$ cat config.mk
export PLATFORM = sky130hd
export DESIGN_NAME = motor_command_frame_receiver
export DESIGN_NICKNAME = d
export VERILOG_FILES = /design/src/rtl/core/mcfr_pkg.sv /design/src/rtl/core/motor_command_frame_receiver.sv /design/src/rtl/core/mcfr_parser.sv
export VERILOG_INCLUDE_DIRS = /design/src /design/src/rtl/core
export SDC_FILE = /design/constraint.sdc
export NUM_CORES = 1
export LEC_CHECK = 0
export ABC_AREA = 1
export BUFFER_PORTS_ARGS = -buffer_cell sky130_fd_sc_hd__buf_2
export CORE_MARGIN = 8
export CORE_UTILIZATION = 40
export CTS_BUF_LIST = sky130_fd_sc_hd__clkbuf_4 sky130_fd_sc_hd__clkbuf_8
export DETAILED_ROUTE_END_ITERATION = 6
export SLEW_MARGIN = 20
export SYNTH_ARGS = -nofsm -noshare
export SYNTH_HDL_FRONTEND = slang
export SYNTH_SLANG_ARGS = --single-unit
export TNS_END_PERCENT = 5
$ cat constraint.sdc
create_clock -name clk -period 4.9 [get_ports clk]
set_input_delay 0 -clock clk [delete_from_list [all_inputs] [get_ports clk]]
set_output_delay 0 -clock clk [all_outputs]
set_load 0.01 [all_outputs]
$ cat src/rtl/core/assert_macros.svh
// Assertion helpers shared by the RTL files.
// All checks sample on the rising edge of clk and are off while rst_n is low.
`ifndef ASSERT_MACROS_SVH
`define ASSERT_MACROS_SVH

// Same-cycle implication.
`define ASSERT_IMPL(lbl, ante, cons, msg) \
    lbl: assert property (@(posedge clk) disable iff (!rst_n) (ante) |-> (cons)) \
        else $error(msg);

// Next-cycle implication.
`define ASSERT_NEXT(lbl, ante, cons, msg) \
    lbl: assert property (@(posedge clk) disable iff (!rst_n) (ante) |=> (cons)) \
        else $error(msg);

`endif

$ cat src/rtl/core/mcfr_pkg.sv
`timescale 1ns / 1ps
// ----------------------------------------------------------------------------
// mcfr_pkg
// Shared types and constants of the motor command frame receiver.
// ----------------------------------------------------------------------------
package mcfr_pkg;

    // Header bytes 'M', 'O', 'T' ('O' also closes the header)
    localparam logic [7:0] HDR_M = 8'd77;
    localparam logic [7:0] HDR_O = 8'd79;
    localparam logic [7:0] HDR_T = 8'd84;

    // Command tag in payload bytes 3..6
    localparam logic [7:0] TAG_S = 8'h53;
    localparam logic [7:0] TAG_T = 8'h54;
    localparam logic [7:0] TAG_P = 8'h50;
    localparam logic [7:0] TAG_R = 8'h52;

    // Reflected CRC-8 polynomial
    localparam logic [7:0] CRC_POLY = 8'h8C;

    // Speed after reset
    localparam logic [7:0] SPEED_RESET = 8'd150;

    // Payload bytes that carry command fields and tag
    localparam int CMD_BYTES = 7;
    localparam int CMD_IDX_W = 3;

    // Header matcher progress
    localparam logic [1:0] HM_IDLE = 2'd0;
    localparam logic [1:0] HM_M    = 2'd1;
    localparam logic [1:0] HM_MO   = 2'd2;
    localparam logic [1:0] HM_MOT  = 2'd3;

    typedef enum logic [1:0] {
        STATUS_NONE   = 2'd0,
        STATUS_ACCEPT = 2'd1,
        STATUS_REJECT = 2'd2
    } frame_status_t;

    typedef struct packed {
        logic [7:0]    motor_speed;
        logic          motor_reverse;
        logic          motor_enable;
        logic          header_detected;
        frame_status_t frame_status;
    } result_t;

endpackage

$ cat src/rtl/core/motor_command_frame_receiver.sv
`timescale 1ns / 1ps
// Path: a byte is held in the input register, processed once the result
// register is empty or taken and shown from it (two register stages).
// Throughput: one byte per cycle; set by the input and result registers,
// which advance together whenever the result register is empty or taken.
// Reset: rst_n clears all control state, the header matcher and the frame
// position; the latched speed returns to 150, enable and direction to 0.
// ----------------------------------------------------------------------------
// motor_command_frame_receiver
// Parses 'MOTO' framed, CRC-8 checked motor commands from a byte stream.
// ----------------------------------------------------------------------------
`include "assert_macros.svh"

module motor_command_frame_receiver #(
    parameter int PAYLOAD_BYTES = 7
) (
    input  logic        clk,
    input  logic        rst_n,
    input  logic        s_tvalid,
    output logic        s_tready,
    input  logic [7:0]  s_tdata,   // [7:0] rx_byte
    output logic        m_tvalid,
    input  logic        m_tready,
    output logic [15:0] m_tdata    // [1:0] frame_status, [2] header_detected,
                                   // [3] motor_enable, [4] motor_reverse,
                                   // [12:5] motor_speed, [15:13] zero
);

    logic              in_valid_reg;
    logic [7:0]        in_byte_reg;
    logic              out_valid_reg;
    mcfr_pkg::result_t out_reg;
    mcfr_pkg::result_t result;
    logic              out_free;
    logic              step;

    assign out_free = !out_valid_reg || m_tready;
    assign step     = in_valid_reg && out_free;
    assign s_tready = !in_valid_reg || out_free;

    mcfr_parser #(
        .PAYLOAD_BYTES(PAYLOAD_BYTES)
    ) u_parser (
        .clk    (clk),
        .rst_n  (rst_n),
        .step   (step),
        .rx_byte(in_byte_reg),
        .result (result)
    );

    // Input register: take a word whenever the stage drains or is empty
    always_ff @(posedge clk or negedge rst_n)
    begin
        if (!rst_n)
            in_valid_reg <= 1'b0;
        else if (s_tready)
            in_valid_reg <= s_tvalid;
    end

    always_ff @(posedge clk)
    begin
        if (s_tvalid && s_tready)
            in_byte_reg <= s_tdata;
    end

    // Result register: load on each processed byte, drop when taken
    always_ff @(posedge clk or negedge rst_n)
    begin
        if (!rst_n)
            out_valid_reg <= 1'b0;
        else if (out_free)
            out_valid_reg <= in_valid_reg;
    end

    always_ff @(posedge clk)
    begin
        if (step)
            out_reg <= result;
    end

    assign m_tvalid = out_valid_reg;
    assign m_tdata  = {3'b000, out_reg.motor_speed, out_reg.motor_reverse,
                       out_reg.motor_enable, out_reg.header_detected,
                       2'(out_reg.frame_status)};

    // Checks
    `ASSERT_IMPL(a_stall_only_on_full, !s_tready, m_tvalid && !m_tready,
                 "input stalled while result side can advance")
    `ASSERT_IMPL(a_header_no_status, m_tvalid && m_tdata[2],
                 m_tdata[1:0] == 2'(mcfr_pkg::STATUS_NONE),
                 "header byte reported a frame end")
    `ASSERT_NEXT(a_drain_empties, m_tvalid && m_tready && !in_valid_reg, !m_tvalid,
                 "result repeated after being taken")

endmodule

$ cat src/rtl/core/mcfr_parser.sv
`timescale 1ns / 1ps
// ----------------------------------------------------------------------------
// mcfr_parser
// Header matcher, payload buffer, CRC-8 and command latch for one byte.
// ----------------------------------------------------------------------------
module mcfr_parser #(
    parameter int PAYLOAD_BYTES = 7
) (
    input  logic             clk,
    input  logic             rst_n,
    input  logic             step,
    input  logic [7:0]       rx_byte,
    output mcfr_pkg::result_t result
);

    localparam int POS_W = $clog2(PAYLOAD_BYTES + 2);
    localparam logic [POS_W-1:0] POS_CHECK = POS_W'(PAYLOAD_BYTES);
    localparam logic [POS_W-1:0] POS_CMD   = POS_W'(mcfr_pkg::CMD_BYTES);

    logic [1:0]       hm_reg, hm_next;
    logic [POS_W-1:0] pos_reg, pos_next;
    logic [7:0]       crc_reg, crc_next;
    logic             enable_reg, enable_next;
    logic             reverse_reg, reverse_next;
    logic [7:0]       speed_reg, speed_next;
    logic [7:0]       buf_reg [mcfr_pkg::CMD_BYTES];

    // Reflected CRC-8 over one byte, LSB first
    function automatic logic [7:0] crc8_step(input logic [7:0] crc, input logic [7:0] b);
        logic [7:0] c;
        c = crc ^ b;
        for (int i = 0; i < 8; i++)
        begin
            c = c[0] ? ((c >> 1) ^ mcfr_pkg::CRC_POLY) : (c >> 1);
        end
        return c;
    endfunction

    logic header_done;
    logic tag_ok;

    assign header_done = (hm_reg == mcfr_pkg::HM_MOT) && (rx_byte == mcfr_pkg::HDR_O);
    assign tag_ok = (buf_reg[3] == mcfr_pkg::TAG_S) && (buf_reg[4] == mcfr_pkg::TAG_T)
                 && (buf_reg[5] == mcfr_pkg::TAG_P) && (buf_reg[6] == mcfr_pkg::TAG_R);

    // Compute next state and the result word for this byte
    always_comb
    begin
        hm_next      = hm_reg;
        pos_next     = pos_reg;
        crc_next     = crc_reg;
        enable_next  = enable_reg;
        reverse_next = reverse_reg;
        speed_next   = speed_reg;
        result.frame_status    = mcfr_pkg::STATUS_NONE;
        result.header_detected = 1'b0;

        if (header_done)
        begin
            hm_next  = mcfr_pkg::HM_IDLE;
            pos_next = '0;
            crc_next = '0;
            result.header_detected = 1'b1;
        end
        else
        begin
            priority if (hm_reg == mcfr_pkg::HM_MO && rx_byte == mcfr_pkg::HDR_T)
                hm_next = mcfr_pkg::HM_MOT;
            else if (hm_reg == mcfr_pkg::HM_M && rx_byte == mcfr_pkg::HDR_O)
                hm_next = mcfr_pkg::HM_MO;
            else if (rx_byte == mcfr_pkg::HDR_M)
                hm_next = mcfr_pkg::HM_M;
            else
                hm_next = mcfr_pkg::HM_IDLE;

            if (pos_reg < POS_CHECK)
            begin
                crc_next = crc8_step(crc_reg, rx_byte);
            end
            else if (pos_reg == POS_CHECK)
            begin
                if (crc_reg == rx_byte && tag_ok)
                begin
                    enable_next  = (buf_reg[0] != 8'd0);
                    reverse_next = (buf_reg[1] != 8'd0);
                    speed_next   = buf_reg[2];
                    result.frame_status = mcfr_pkg::STATUS_ACCEPT;
                end
                else
                begin
                    result.frame_status = mcfr_pkg::STATUS_REJECT;
                end
            end

            // Advance the position, saturating one past the check byte
            if (pos_reg <= POS_CHECK)
                pos_next = pos_reg + POS_W'(1);
        end

        result.motor_enable  = enable_next;
        result.motor_reverse = reverse_next;
        result.motor_speed   = speed_next;
    end

    // Hold frame state; update on each processed byte
    always_ff @(posedge clk or negedge rst_n)
    begin
        if (!rst_n)
        begin
            hm_reg      <= mcfr_pkg::HM_IDLE;
            pos_reg     <= '0;
            crc_reg     <= '0;
            enable_reg  <= 1'b0;
            reverse_reg <= 1'b0;
            speed_reg   <= mcfr_pkg::SPEED_RESET;
        end
        else if (step)
        begin
            hm_reg      <= hm_next;
            pos_reg     <= pos_next;
            crc_reg     <= crc_next;
            enable_reg  <= enable_next;
            reverse_reg <= reverse_next;
            speed_reg   <= speed_next;
        end
    end

    // Buffer the command bytes; later payload bytes only feed the CRC
    always_ff @(posedge clk)
    begin
        if (step && !header_done && pos_reg < POS_CMD)
            buf_reg[pos_reg[mcfr_pkg::CMD_IDX_W-1:0]] <= rx_byte;
    end

endmodule
# Yosys cells after proc, flatten, opt, wreduce, memory -nomap -nowiden
# Memory sizes are Yosys's and may differ from the RTL's.
# Index checks and enable logic that the tools add are counted.
dict set report op_classes {
  n_mux 32
  eq_ne 12
  addsub 1
  magnitude_cmp 2
  bitwise_logic 10
  n_reduce_logical 23
}
# cell n
set ops {}
lappend ops {{2-to-1 mux 8 bit} 14}
lappend ops {{== test 8 x 7 -> 1 bit, second input constant} 7}
lappend ops {{inverter 2 -> 3 bit} 8}
lappend ops {{nonzero test 8 bit} 2}
lappend ops {{2-to-1 mux 1 bit} 12}
lappend ops {{logical AND 1 bit} 11}
lappend ops {{== test 8 bit} 1}
lappend ops {{2-to-1 mux 2 bit} 4}
lappend ops {{2-to-1 mux 4 bit} 2}
lappend ops {{bitwise XOR 8 bit} 1}
lappend ops {{adder 4 x 1 -> 4 bit, second input constant} 1}
lappend ops {{== test 2 bit, second input constant} 2}
lappend ops {{== test 4 x 3 -> 1 bit, second input constant} 1}
lappend ops {{less-or-equal comparator 4 x 3 -> 1 bit, second input constant} 1}
lappend ops {{less-than comparator 4 x 3 -> 1 bit, second input constant} 1}
lappend ops {{AND reduction 2 bit} 2}
lappend ops {{nonzero test 2 bit} 2}
lappend ops {{logical NOT 1 bit} 3}
lappend ops {{OR reduction 3 bit} 1}
lappend ops {{== test 2 x 1 -> 1 bit, second input constant} 1}
lappend ops {{logical OR 1 bit} 2}
lappend ops {{inverter 1 bit} 1}
dict set report totals {
  memories 1
  out_inout_bits 18
  mem_bits_rw 56
  reg_bits 47
  inputBits 12
  word_cells 95
}
# memory words width read_ports rd_ports_with_merged_regs write_ports line
set memory_table {}
lappend memory_table {u_parser.buf_reg 7 8 7 0 1 mcfr_parser.sv:26} ;# logic [7:0] buf_reg [mcfr_pkg::CMD_BYTES];

# Longest topological paths before layout
# Gate-level depths: netlist of the first run.
dict set report logic_depth {
  word_depth 19
  ltp_mapped 12
  mapped_depth_nobuf 12
}

# Modules after synthesis
# Synthesis of the first run repeated with hierarchy kept, for this count alone.
dict set report hier_totals {
  hier_cells 484
  area_unflattened_um2 4698.3
}
# mod area_each_um2 cells_per_inst seq_area_each_um2 n_inst
set modules_own_cells {}
lappend modules_own_cells {mcfr_parser 3946.3 447 2287.2 1}
lappend modules_own_cells {motor_command_frame_receiver 752.0 37 680.7 1}

# Worst setup path after synthesis of the first run
# No wires, ideal clock.
dict set report synth_timing {
  kind {register to register}
  startpoint {register out_valid_reg (netlist: m_tvalid)}
  endpoint {memory u_parser.buf_reg[6][0], enable pin}
  path_stages_with_launch 8
  required_time_ps 4517
  t_arrival_ps 1774
  synth_period_minus_slack_ps 2158
  path_buffers 0
  setup_slack_ps 2742
  setup_ps 383
  path_cell_list {dfrtp_1 > nand2_1 > nand2_1 > inv_1 > nand2_1 > nor2_4 > nand2_1 > nor3_1}
}
dict set report synth_via {
  elab_chain_cells 7
}
# item line
set synth_lines {}
lappend synth_lines {{start, declared} motor_command_frame_receiver.sv:31} ;# logic out_valid_reg;
lappend synth_lines {{start signal, assigned} motor_command_frame_receiver.sv:72} ;# out_valid_reg <= in_valid_reg;
lappend synth_lines {{logical NOT 1 bit} motor_command_frame_receiver.sv:37} ;# assign out_free = !out_valid_reg || m_tready;
lappend synth_lines {{logical OR 1 bit} motor_command_frame_receiver.sv:37}
lappend synth_lines {{logical AND 1 bit} motor_command_frame_receiver.sv:38} ;# assign step = in_valid_reg && out_free;
lappend synth_lines {{logical AND 1 bit (2 in series)} mcfr_parser.sv:131} ;# if (step && !header_done && pos_reg < POS_CMD)
lappend synth_lines {{2-to-1 mux 1 bit} mcfr_parser.sv:131}
lappend synth_lines {{2-to-1 mux 1 bit (not written as such)} mcfr_parser.sv:132} ;# buf_reg[pos_reg[mcfr_pkg::CMD_IDX_W-1:0]] <= rx_byte;
lappend synth_lines {{end, declared} mcfr_parser.sv:26}
# No other way between the ends.

# Final worst setup path of the first run
dict set report layout_timing {
  startpoint {register in_byte_reg[5]}
  endpoint {memory u_parser.buf_reg[3][3], enable pin}
}
dict set report layout_via {
  elab_chain_cells 7
}
# item line
set layout_lines {}
lappend layout_lines {{start, declared} motor_command_frame_receiver.sv:30} ;# logic [7:0] in_byte_reg;
lappend layout_lines {{start signal, assigned} motor_command_frame_receiver.sv:63} ;# in_byte_reg <= s_tdata;
lappend layout_lines {{== test 8 x 7 -> 1 bit} mcfr_parser.sv:42} ;# assign header_done = (hm_reg == mcfr_pkg::HM_MOT) && (rx_byte == mcfr_pkg::HDR_O);
lappend layout_lines {{logical AND 1 bit} mcfr_parser.sv:42}
lappend layout_lines {{logical NOT 1 bit} mcfr_parser.sv:131}
lappend layout_lines {{logical AND 1 bit (2 in series)} mcfr_parser.sv:131}
lappend layout_lines {{2-to-1 mux 1 bit} mcfr_parser.sv:131}
lappend layout_lines {{2-to-1 mux 1 bit (not written as such)} mcfr_parser.sv:132}
# No other way between the ends.

==> results_dict.tcl, run 1 <==
set metrics [dict create \
    drtIter0Drc 238 \
    wl_per_cell_um 13.8 \
    finalHoldViolCount 0 \
    fin_util_pct 46.3 \
    track_usage_pct 12.9 \
    fin_skew_ps 13.4 \
    io_buffers 26 \
    startpoint_type "flop" \
    maxCapViolCount 0 \
    crit_required_ps 4890 \
    period_share_pct 54.1 \
    grt_overflow 0 \
    place_congestion 0.880 \
    cts_made_buffers 9 \
    powerDensity_mw_per_mm2 456 \
    hold_class "input port to async pin" \
    initial_core_util_pct 40.7 \
    grt_pass1_wl_um 14900 \
    slew_headroom_pct 33.8 \
    endpoint_kind "flop" \
    min_period_ps 2650 \
    cts_root_buf "clkbuf_8" \
    crit_fanout 11 \
    crit_arrival_ps 2640 \
    critPathKind "flop to flop" \
    grt_max_degree 28 \
    leakage_uw 0.00238 \
    whs_ps 176 \
    largest_register_ffs 56 \
    numClockSinks 103 \
    cts_htree_levels 3 \
    syn_to_final_growth_pct 13.7 \
    core_mm2 0.0114 \
    worst_pin_slew_ps 985 \
    row_count 39 \
    slew_violations 0 \
    drc_errors 0 \
    multiInputGateArea_mm2 0.00135 \
    worstSkewPairLatency_ps 370 \
    fill_cells 1065 \
    ys_ff_latch 103 \
    ctsResizeCount 0 \
    diodes 0 \
    avgSynthCellArea_um2 9.98 \
    io_pins 30 \
    ys_types 30 \
    clockBufferDepth 2 \
    clk_pin_slew_ps 100 \
    ys_warn_count 0 \
    rsz0062_at_grt "no" \
    fp.dieW_um 124 \
    wl_um 9050 \
    antenna_found_initial 0 \
    seqCellArea_mm2 0.00297 \
    status "complete, no violations" \
    ys_seq_area_share_pct 64.1 \
    fmax_ghz 0.377 \
    syn_area_mm2 0.00463 \
    place_hpwl_um 6490 \
    fin_setup_tns_ps 0 \
    via_count 3078 \
    fp.dieArea_mm2 0.0153 \
    dr.pass1.iters 5 \
    worst_r2r_path_depth 8 \
    vias_per_cell 4.68 \
    drive_gt1_share_pct 13.0 \
    postRouteAntennaNets 0 \
    grt_pass1_vias 3071 \
    finalSetupViolations 0 \
    tritoncts "yes" \
    ir_drop_uv 285 \
    die_h_um 124 \
    finalNetCount 523 \
    synthCells 464 \
]
-- area by class of cell --
class,count,area share [%]
repair buffers,39,4.90
inverters,72,5.13
clock buffers,10,2.50
multi-input cells,285,25.6
clock inverters,6,2.07
flip-flops and latches,103,56.4
well taps,143,3.40
-- cell usage in the layout (no fill, tap or decap), types with 2 or more instances in the layout --
master / instances
nand2_1: 139
nand3_1: 34
dfstp_2: 4
dlygate4sd3_1: 12
nand2_2: 8
conb_1: 3
clkbuf_8: 9
nor2_2: 3
nor2_1: 41
xor2_1: 7
nor3_2: 2
o22ai_1: 3
clkinvlp_4: 2
nand2_4: 2
edfxtp_1: 77
o21ai_0: 8
nor3_1: 5
inv_1: 70
xnor2_1: 3
inv_2: 2
dfrtp_1: 22
bufinv_16: 3
a21oi_1: 4
nand4_1: 8
and2_1: 8
buf_2: 26
-- final timing paths --
path                                       startpoint                endpoint  slack, ps
worst max-delay path                   in_byte_reg[5]  u_parser.buf_reg[3][3]       2250
worst min-delay path                            rst_n   u_parser.speed_reg[5]        180
worst max register to register         in_byte_reg[5]  u_parser.buf_reg[3][3]       2250
worst min register to register  u_parser.speed_reg[7]   u_parser.speed_reg[7]        470
max in group asynchronous                       rst_n     u_parser.crc_reg[4]       4300
min in group clk                           s_tdata[5]          in_byte_reg[5]        340
-- Yosys cell counts --
library cell  number  area (um^2)
conb_1             1         3.75
and2_1             8         50.1
xor2_1             7         61.3
buf_6              1         11.3
nor3_1             7         35.0
xnor2_2            1         16.3
nor2_2             3         18.8
nor2_8             1         20.0
clkbuf_8           2         27.5
nand2_2            8         50.1
nor2_4             1         11.3
inv_2              2         7.51
edfxtp_1          77         2310
nand2_1          139          522
o211a_1            1         10.0
xnor2_1            3         26.3
buf_4              3         22.5
dfstp_2            4          105
dfrtp_1           22          551
ha_1               1         12.5
nand4_1            8         50.1
a21oi_1            4         20.0
o21a_1             1         7.51
o22ai_1            3         18.8
nand3b_2           1         11.3
inv_1             70          263
nand2_4            2         22.5
nand3_1           34          170
o21ai_0            8         40.0
nor2_1            41          154
-- stage by stage --
step	area [um^2]	std cells	setup slack, ps	power [uW]
final	5260	658	2250	2400
after global placement	4890	630	2300	1770
after CTS	5250	658	2170	2410
after floorplan	4640	466	2740	1620
after detailed placement	4890	630	2210	1780
after global routing	5260	658	1950	2550
-- power by group --
part	total, uW	internal [uW]	switching [uW]
registers	1160	1080	81.5
logic	616	195	421
clock network	626	343	283
total	2400	1620	785
-- timing repair --
item                                    CTS  global route
endpoints found under the setup margin    0             0
endpoints found under the hold margin    32             0
hold buffers                             12             0
buffers inserted                          0             0
-- cell families after synthesis --
logic type,synth area share [%]
AOI/OAI and AO/OA,2.08
other,0.0810
DFF,64.1
xor gates and xnor gates,2.24
adders and majority gates,0.270
buffers and inverters,7.16
and+or+nand+nor,24.1
-- metal layers --
metal | global-route usage (%) | vias to the layer above | part of all wire [%]
li1 | - | 1574 | -
met1 | 15.6 | 1423 | 45
met2 | 21.3 | 64 | 48
met3 | 3.17 | 17 | 5.1
met4 | 6.47 | 0 | 2.4
met5 | 0 | - | 0
-- critical path: stages, from the launching register on --
cell and delay, ps:
edfxtp_1 640, inv_1 80, nand2_1 90, nor2_2 50
nand3b_2 110, nand2_1 140, nor2_4 220, inv_1 180
nor3_1 750
(Power assumes the default switching activity.)
==> inputs of run 2 (changes only) <==
==> constraint.sdc (replaced) <==
create_clock -name clk -period 2.6 [get_ports clk]
set_input_delay 0 -clock clk [delete_from_list [all_inputs] [get_ports clk]]
set_output_delay 0 -clock clk [all_outputs]
set_load 0.01 [all_outputs]
==> results_dict.tcl, run 2 (same netlist as run 1, synthesis figures left out) <==
set metrics [dict create \
    grt_max_degree 28 \
    cp_slowest_cell "edfxtp_1" \
    status "complete, no violations" \
    post_cts_buffers 0 \
    via_count 3191 \
    place_congestion 0.884 \
    r2r_setup_slack_ps 370 \
    startpoint_type "flop" \
    core_mm2 0.0114 \
    finalNetCount 534 \
    largest_register_ffs 56 \
    seq_power_share_pct 49.5 \
    powerDensity_mw_per_mm2 830 \
    dr.pass1.iters 5 \
    fmax_ghz 0.448 \
    die_h_um 124 \
    switchingPower_uw 1520 \
    numClockSinks 103 \
    finalHoldViolCount 0 \
    drive_gt1_share_pct 14.8 \
    fp.dieW_um 124 \
    maxCapViolCount 0 \
    fin_setup_tns_ps 0 \
    drc_errors 0 \
    rsz0062_at_grt "no" \
    wl_per_cell_um 14.2 \
    clockBufferDepth 2 \
    diodes 0 \
    grt_pass1_vias 3079 \
    fin_skew_ps 12.1 \
    layout_common_cells "nand2_1 (139), edfxtp_1 (77), inv_1 (70), nor2_1 (41), nand3_1 (34)" \
    endpoint_kind "flop" \
    crit_required_ps 2670 \
    cts_root_buf "clkbuf_8" \
    drtIter0Drc 290 \
    track_usage_pct 13.2 \
    worst_pin_slew_ps 634 \
    cts_htree_levels 3 \
    crit_path_max_incr_delay_ps 710 \
    grt_pass1_wl_um 15200 \
    cts_made_buffers 9 \
    power_frac_comb_pct 27.5 \
    ctsHoldBuffers 11 \
    tritoncts "yes" \
    final_common_cell "nand2_1" \
    grt_overflow 0 \
    io_buffers 26 \
    place_hpwl_um 6680 \
    io_pins 30 \
    syn_to_final_growth_pct 14.2 \
    fp.dieArea_mm2 0.0153 \
    period_share_pct 85.9 \
    vias_per_cell 4.77 \
    crit_fanout 11 \
    instances_no_fill 669 \
    clk_pin_slew_ps 100 \
    antenna_found_initial 0 \
    leakage_uw 0.00242 \
    switching_share_pct 34.6 \
    cp_cell_sequence "inv_1, nand2_1, nor2_2, nand3b_2, nand2_1, nor2_4, inv_1, nor3_1, buf_4" \
    critPathKind "flop to flop" \
    slew_violations 0 \
    ctsResizeCount 0 \
    initial_core_util_pct 40.7 \
    fill_cells 1062 \
    p_int_uw 2870 \
    wl_um 9470 \
    worstSkewPairLatency_ps 360 \
    ir_drop_uv 453 \
    pwr-share-clk_pct 23.0 \
    finalSetupViolations 0 \
    row_count 39 \
    slew_headroom_pct 57.7 \
    hold_class "input port to async pin" \
    postRouteAntennaNets 0 \
    min_period_ps 2230 \
    placed_cells 642 \
    crit_arrival_ps 2310 \
]
==> run 2: critical path, delay by kind of cell, from the launching register on <==
kind	cells	cell delay, ps
and+or+nand+nor	6	770
DFF	1	710
buffers and inverters	3	460
==> run 2: path summary, 6_finish.rpt <==
path	startpoint	end	cells after the start
setup / recovery	in_byte_reg[7]	u_parser.buf_reg[5][6]	9
hold / removal	rst_n	u_parser.crc_reg[7]	2
setup reg to reg	in_byte_reg[7]	u_parser.buf_reg[5][6]	9
hold reg to reg	u_parser.speed_reg[2]	u_parser.speed_reg[2]	2
max in group asynchronous	rst_n	u_parser.reverse_reg	2
min in group clk	s_tdata[1]	in_byte_reg[1]	2
==> run 2: layout make-up <==
cell class / instances / area, um^2 / area share [%]
Clock buffer: 9 / 124 / 2.34
Clock inverter: 7 / 70.1 / 1.33
Inverter: 72 / 270 / 5.11
Multi-Input combinational cell: 285 / 1340 / 25.3
Sequential cell: 103 / 2970 / 56.1
Tap cell: 143 / 179 / 3.38
Timing Repair Buffer: 50 / 338 / 6.39
==> run 2: through the flow <==
step	worst slack [ps]	cell area (um^2)	total power [uW]	hold WS [ps]	util (%)
after floorplan	442	4640	3050	-296	-
after global placement	420	4980	3370	75.5	43.8
after detailed placement	403	4980	3390	63.0	43.8
after CTS	377	5290	4410	190	46.5
after global routing	242	5290	4660	232	46.5
final	367	5290	4390	169	46.5
==> run 2: power by group through the flow <==
| stage | sequential, uW | clock [uW] | combinational, uW |
|---|---|---|---|
| 6_report | 2170 | 1010 | 1210 |
| 5_1_grt | 2200 | 1090 | 1360 |
| 4_1_cts | 2170 | 1030 | 1200 |
| 3_5_place_dp | 2210 | 0 | 1180 |
| 3_3_place_gp | 2200 | 0 | 1170 |
| 2_1_floorplan | 2190 | 0 | 862 |
==> run 2: layer usage <==
metal	share of wire (%)	wire length [um]	up-vias	GRT usage, %
met5	0	0	-	0
li1	-	-	1593	-
met2	49	4620	82	22.1
met3	4.5	422	24	2.58
met1	43	4100	1492	15.7
met4	3.5	329	0	7.22
==> inputs of run 3 (changes only) <==
--- a/config.mk
+++ b/config.mk
@@ -12,6 +12,7 @@
 export CORE_UTILIZATION = 40
 export CTS_BUF_LIST = sky130_fd_sc_hd__clkbuf_4 sky130_fd_sc_hd__clkbuf_8
 export DETAILED_ROUTE_END_ITERATION = 6
+export PLACE_DENSITY_LB_ADDON = 0.15
 export SLEW_MARGIN = 20
 export SYNTH_ARGS = -nofsm -noshare
 export SYNTH_HDL_FRONTEND = slang
==> constraint.sdc (replaced) <==
create_clock -name clk -period 1.9 [get_ports clk]
set_input_delay 0 -clock clk [delete_from_list [all_inputs] [get_ports clk]]
set_output_delay 0 -clock clk [all_outputs]
set_load 0.01 [all_outputs]
==> results_dict.tcl, run 3 (same netlist as run 1, synthesis figures left out) <==
set metrics [dict create \
    switching_share_pct 35.7 \
    grt_pass1_wl_um 16200 \
    slew_headroom_pct 55.6 \
    place_congestion 0.928 \
    cp_slowest_cell "edfxtp_1" \
    grt_max_degree 28 \
    fin_setup_tns_ps 0 \
    design_area_mm2 0.00559 \
    fp.dieW_um 124 \
    grt_busiest_layer "met2" \
    pwr-share-clk_pct 21.0 \
    r2r_end "m_tdata[8]" \
    finalHoldViolCount 0 \
    fmax_ghz 0.535 \
    cp_cell_sequence "xnor2_2, nand2_1, nor2_2, nand2_2, nor2_8, nand3_2, and2_1" \
    track_usage_pct 14.2 \
    maxCapViolCount 0 \
    clockBufferDepth 2 \
    drc_errors 0 \
    worst_pin_slew_ps 667 \
    dpl-instance-area_mm2 0.00515 \
    clk_pin_slew_ps 100 \
    cp_top_family "simple AND/OR/NAND/NOR gates" \
    powerDensity_mw_per_mm2 1100 \
    io_buffers 26 \
    grtUsageMet3_pct 3.58 \
    crit_fanout 8 \
    status "complete, no violations" \
    path_depth 7 \
    cts_made_buffers 9 \
    endpoint_kind "flop" \
    r2r_setup_slack_ps 30 \
    switchingPower_uw 2190 \
    crit_path_max_incr_delay_ps 520 \
    use_met1_pct 17.2 \
    die_h_um 124 \
    vias_per_cell 4.76 \
    dr.pass1.iters 4 \
    finalNetCount 559 \
    wl_um 10100 \
    period_share_pct 98.3 \
    cts_root_buf "clkbuf_8" \
    antenna_found_initial 0 \
    diodes 0 \
    grt_pass1_vias 3283 \
    hold_class "input port to async pin" \
    core_mm2 0.0114 \
    initial_core_util_pct 40.7 \
    fin_ws_ps 32.1 \
    via_count 3301 \
    final_common_cell "nand2_1" \
    min_period_ps 1870 \
    layout_common_cells "nand2_1 (136), edfxtp_1 (77), inv_1 (70), nor2_1 (37), buf_4 (33)" \
    tritoncts "yes" \
    rsz0062_at_grt "yes" \
    worst_r2r_path_depth 7 \
    dp_slack_ps -11.5 \
    grt_overflow 0 \
    io_pins 30 \
    crit_arrival_ps 2010 \
    power_frac_comb_pct 30.6 \
    row_count 39 \
    critPathKind "flop to flop" \
    drtIter0Drc 214 \
    slew_violations 0 \
    rr_startpoint "in_byte_reg[5]" \
    seq_power_share_pct 48.4 \
    cts_htree_levels 3 \
    path_buf_inv 0 \
    startpoint_type "flop" \
    crit_required_ps 2040 \
    largest_register_ffs 56 \
    p_int_uw 3950 \
    syn_to_final_growth_pct 20.8 \
    worstSkewPairLatency_ps 380 \
    leakage_uw 0.00256 \
    fin_skew_ps 13.3 \
    drive_gt1_share_pct 22.1 \
    ir_drop_uv 657 \
    numClockSinks 103 \
    postRouteAntennaNets 0 \
    place_hpwl_um 7420 \
    grtUsageMet2_pct 23.4 \
    finalSetupViolations 0 \
    wl_per_cell_um 14.6 \
    fp.dieArea_mm2 0.0153 \
]
[run 3: metal layers]
layer  routed length (um)  up-vias
li1                     -     1653
met1                 4580     1566
met2                 4880       67
met3                  427       15
met4                  231        0
met5                    0        -
[run 3: worst reg2reg max path: cells and delay by family (launching register included)]
family | cells | cell delay (ps)
xor+xnor | 1 | 280
flops | 1 | 520
simple gates | 6 | 830
[run 3: power groups by stage]
stage                     Clock, uW  Combinational (uW)  Sequential (uW)
final                          1290                1880             2970
after global routing           1420                2100             3000
after CTS                      1350                1810             2960
after detailed placement          0                1770             3010
after global placement            0                1760             3000
after floorplan                   0                1200             3000
[run 3: cell type report]
type,instances,area (um^2)
clock inverters,7,57.6
repair buffers,75,542
fillers,1028,5780
flip-flops and latches,103,2970
inverters,72,273
well taps,143,179
clock buffers,9,124
multi-input cells,285,1450
[run 3: what timing repair did]
action | 4_1_cts | 5_1_grt
endpoints found under the setup margin | 2 | 59
hold endpoints to repair | 32 | 0
pin swaps | 0 | 6
buffers inserted | 0 | 4
gates resized for setup | 1 | 25
hold buffers | 13 | 0
cloned | 0 | 0
[run 3: metrics by stage]
step | hold slack [ps] | utilization, % | std cells | power, uW
2_1_floorplan | -296 | - | 466 | 4200
3_3_place_gp | 79.4 | 45.3 | 661 | 4760
6_report | 184 | 49.2 | 694 | 6140
5_1_grt | 227 | 49.2 | 694 | 6520
3_5_place_dp | 83.3 | 45.3 | 661 | 4790
4_1_cts | 192 | 48.0 | 690 | 6110
[run 3: how the worst max path moves through the flow]
stage | startpoint | to | slack, ps
floorplan | m_tvalid | u_parser.buf_reg[4][0] | -30
global placement | in_byte_reg[7] | m_tdata[5] | 10
detailed placement | in_byte_reg[7] | m_tdata[12] | -10
CTS | in_byte_reg[5] | m_tdata[10] | 40
global route | in_byte_reg[5] | m_tdata[10] | -70
finish | in_byte_reg[5] | m_tdata[8] | 30
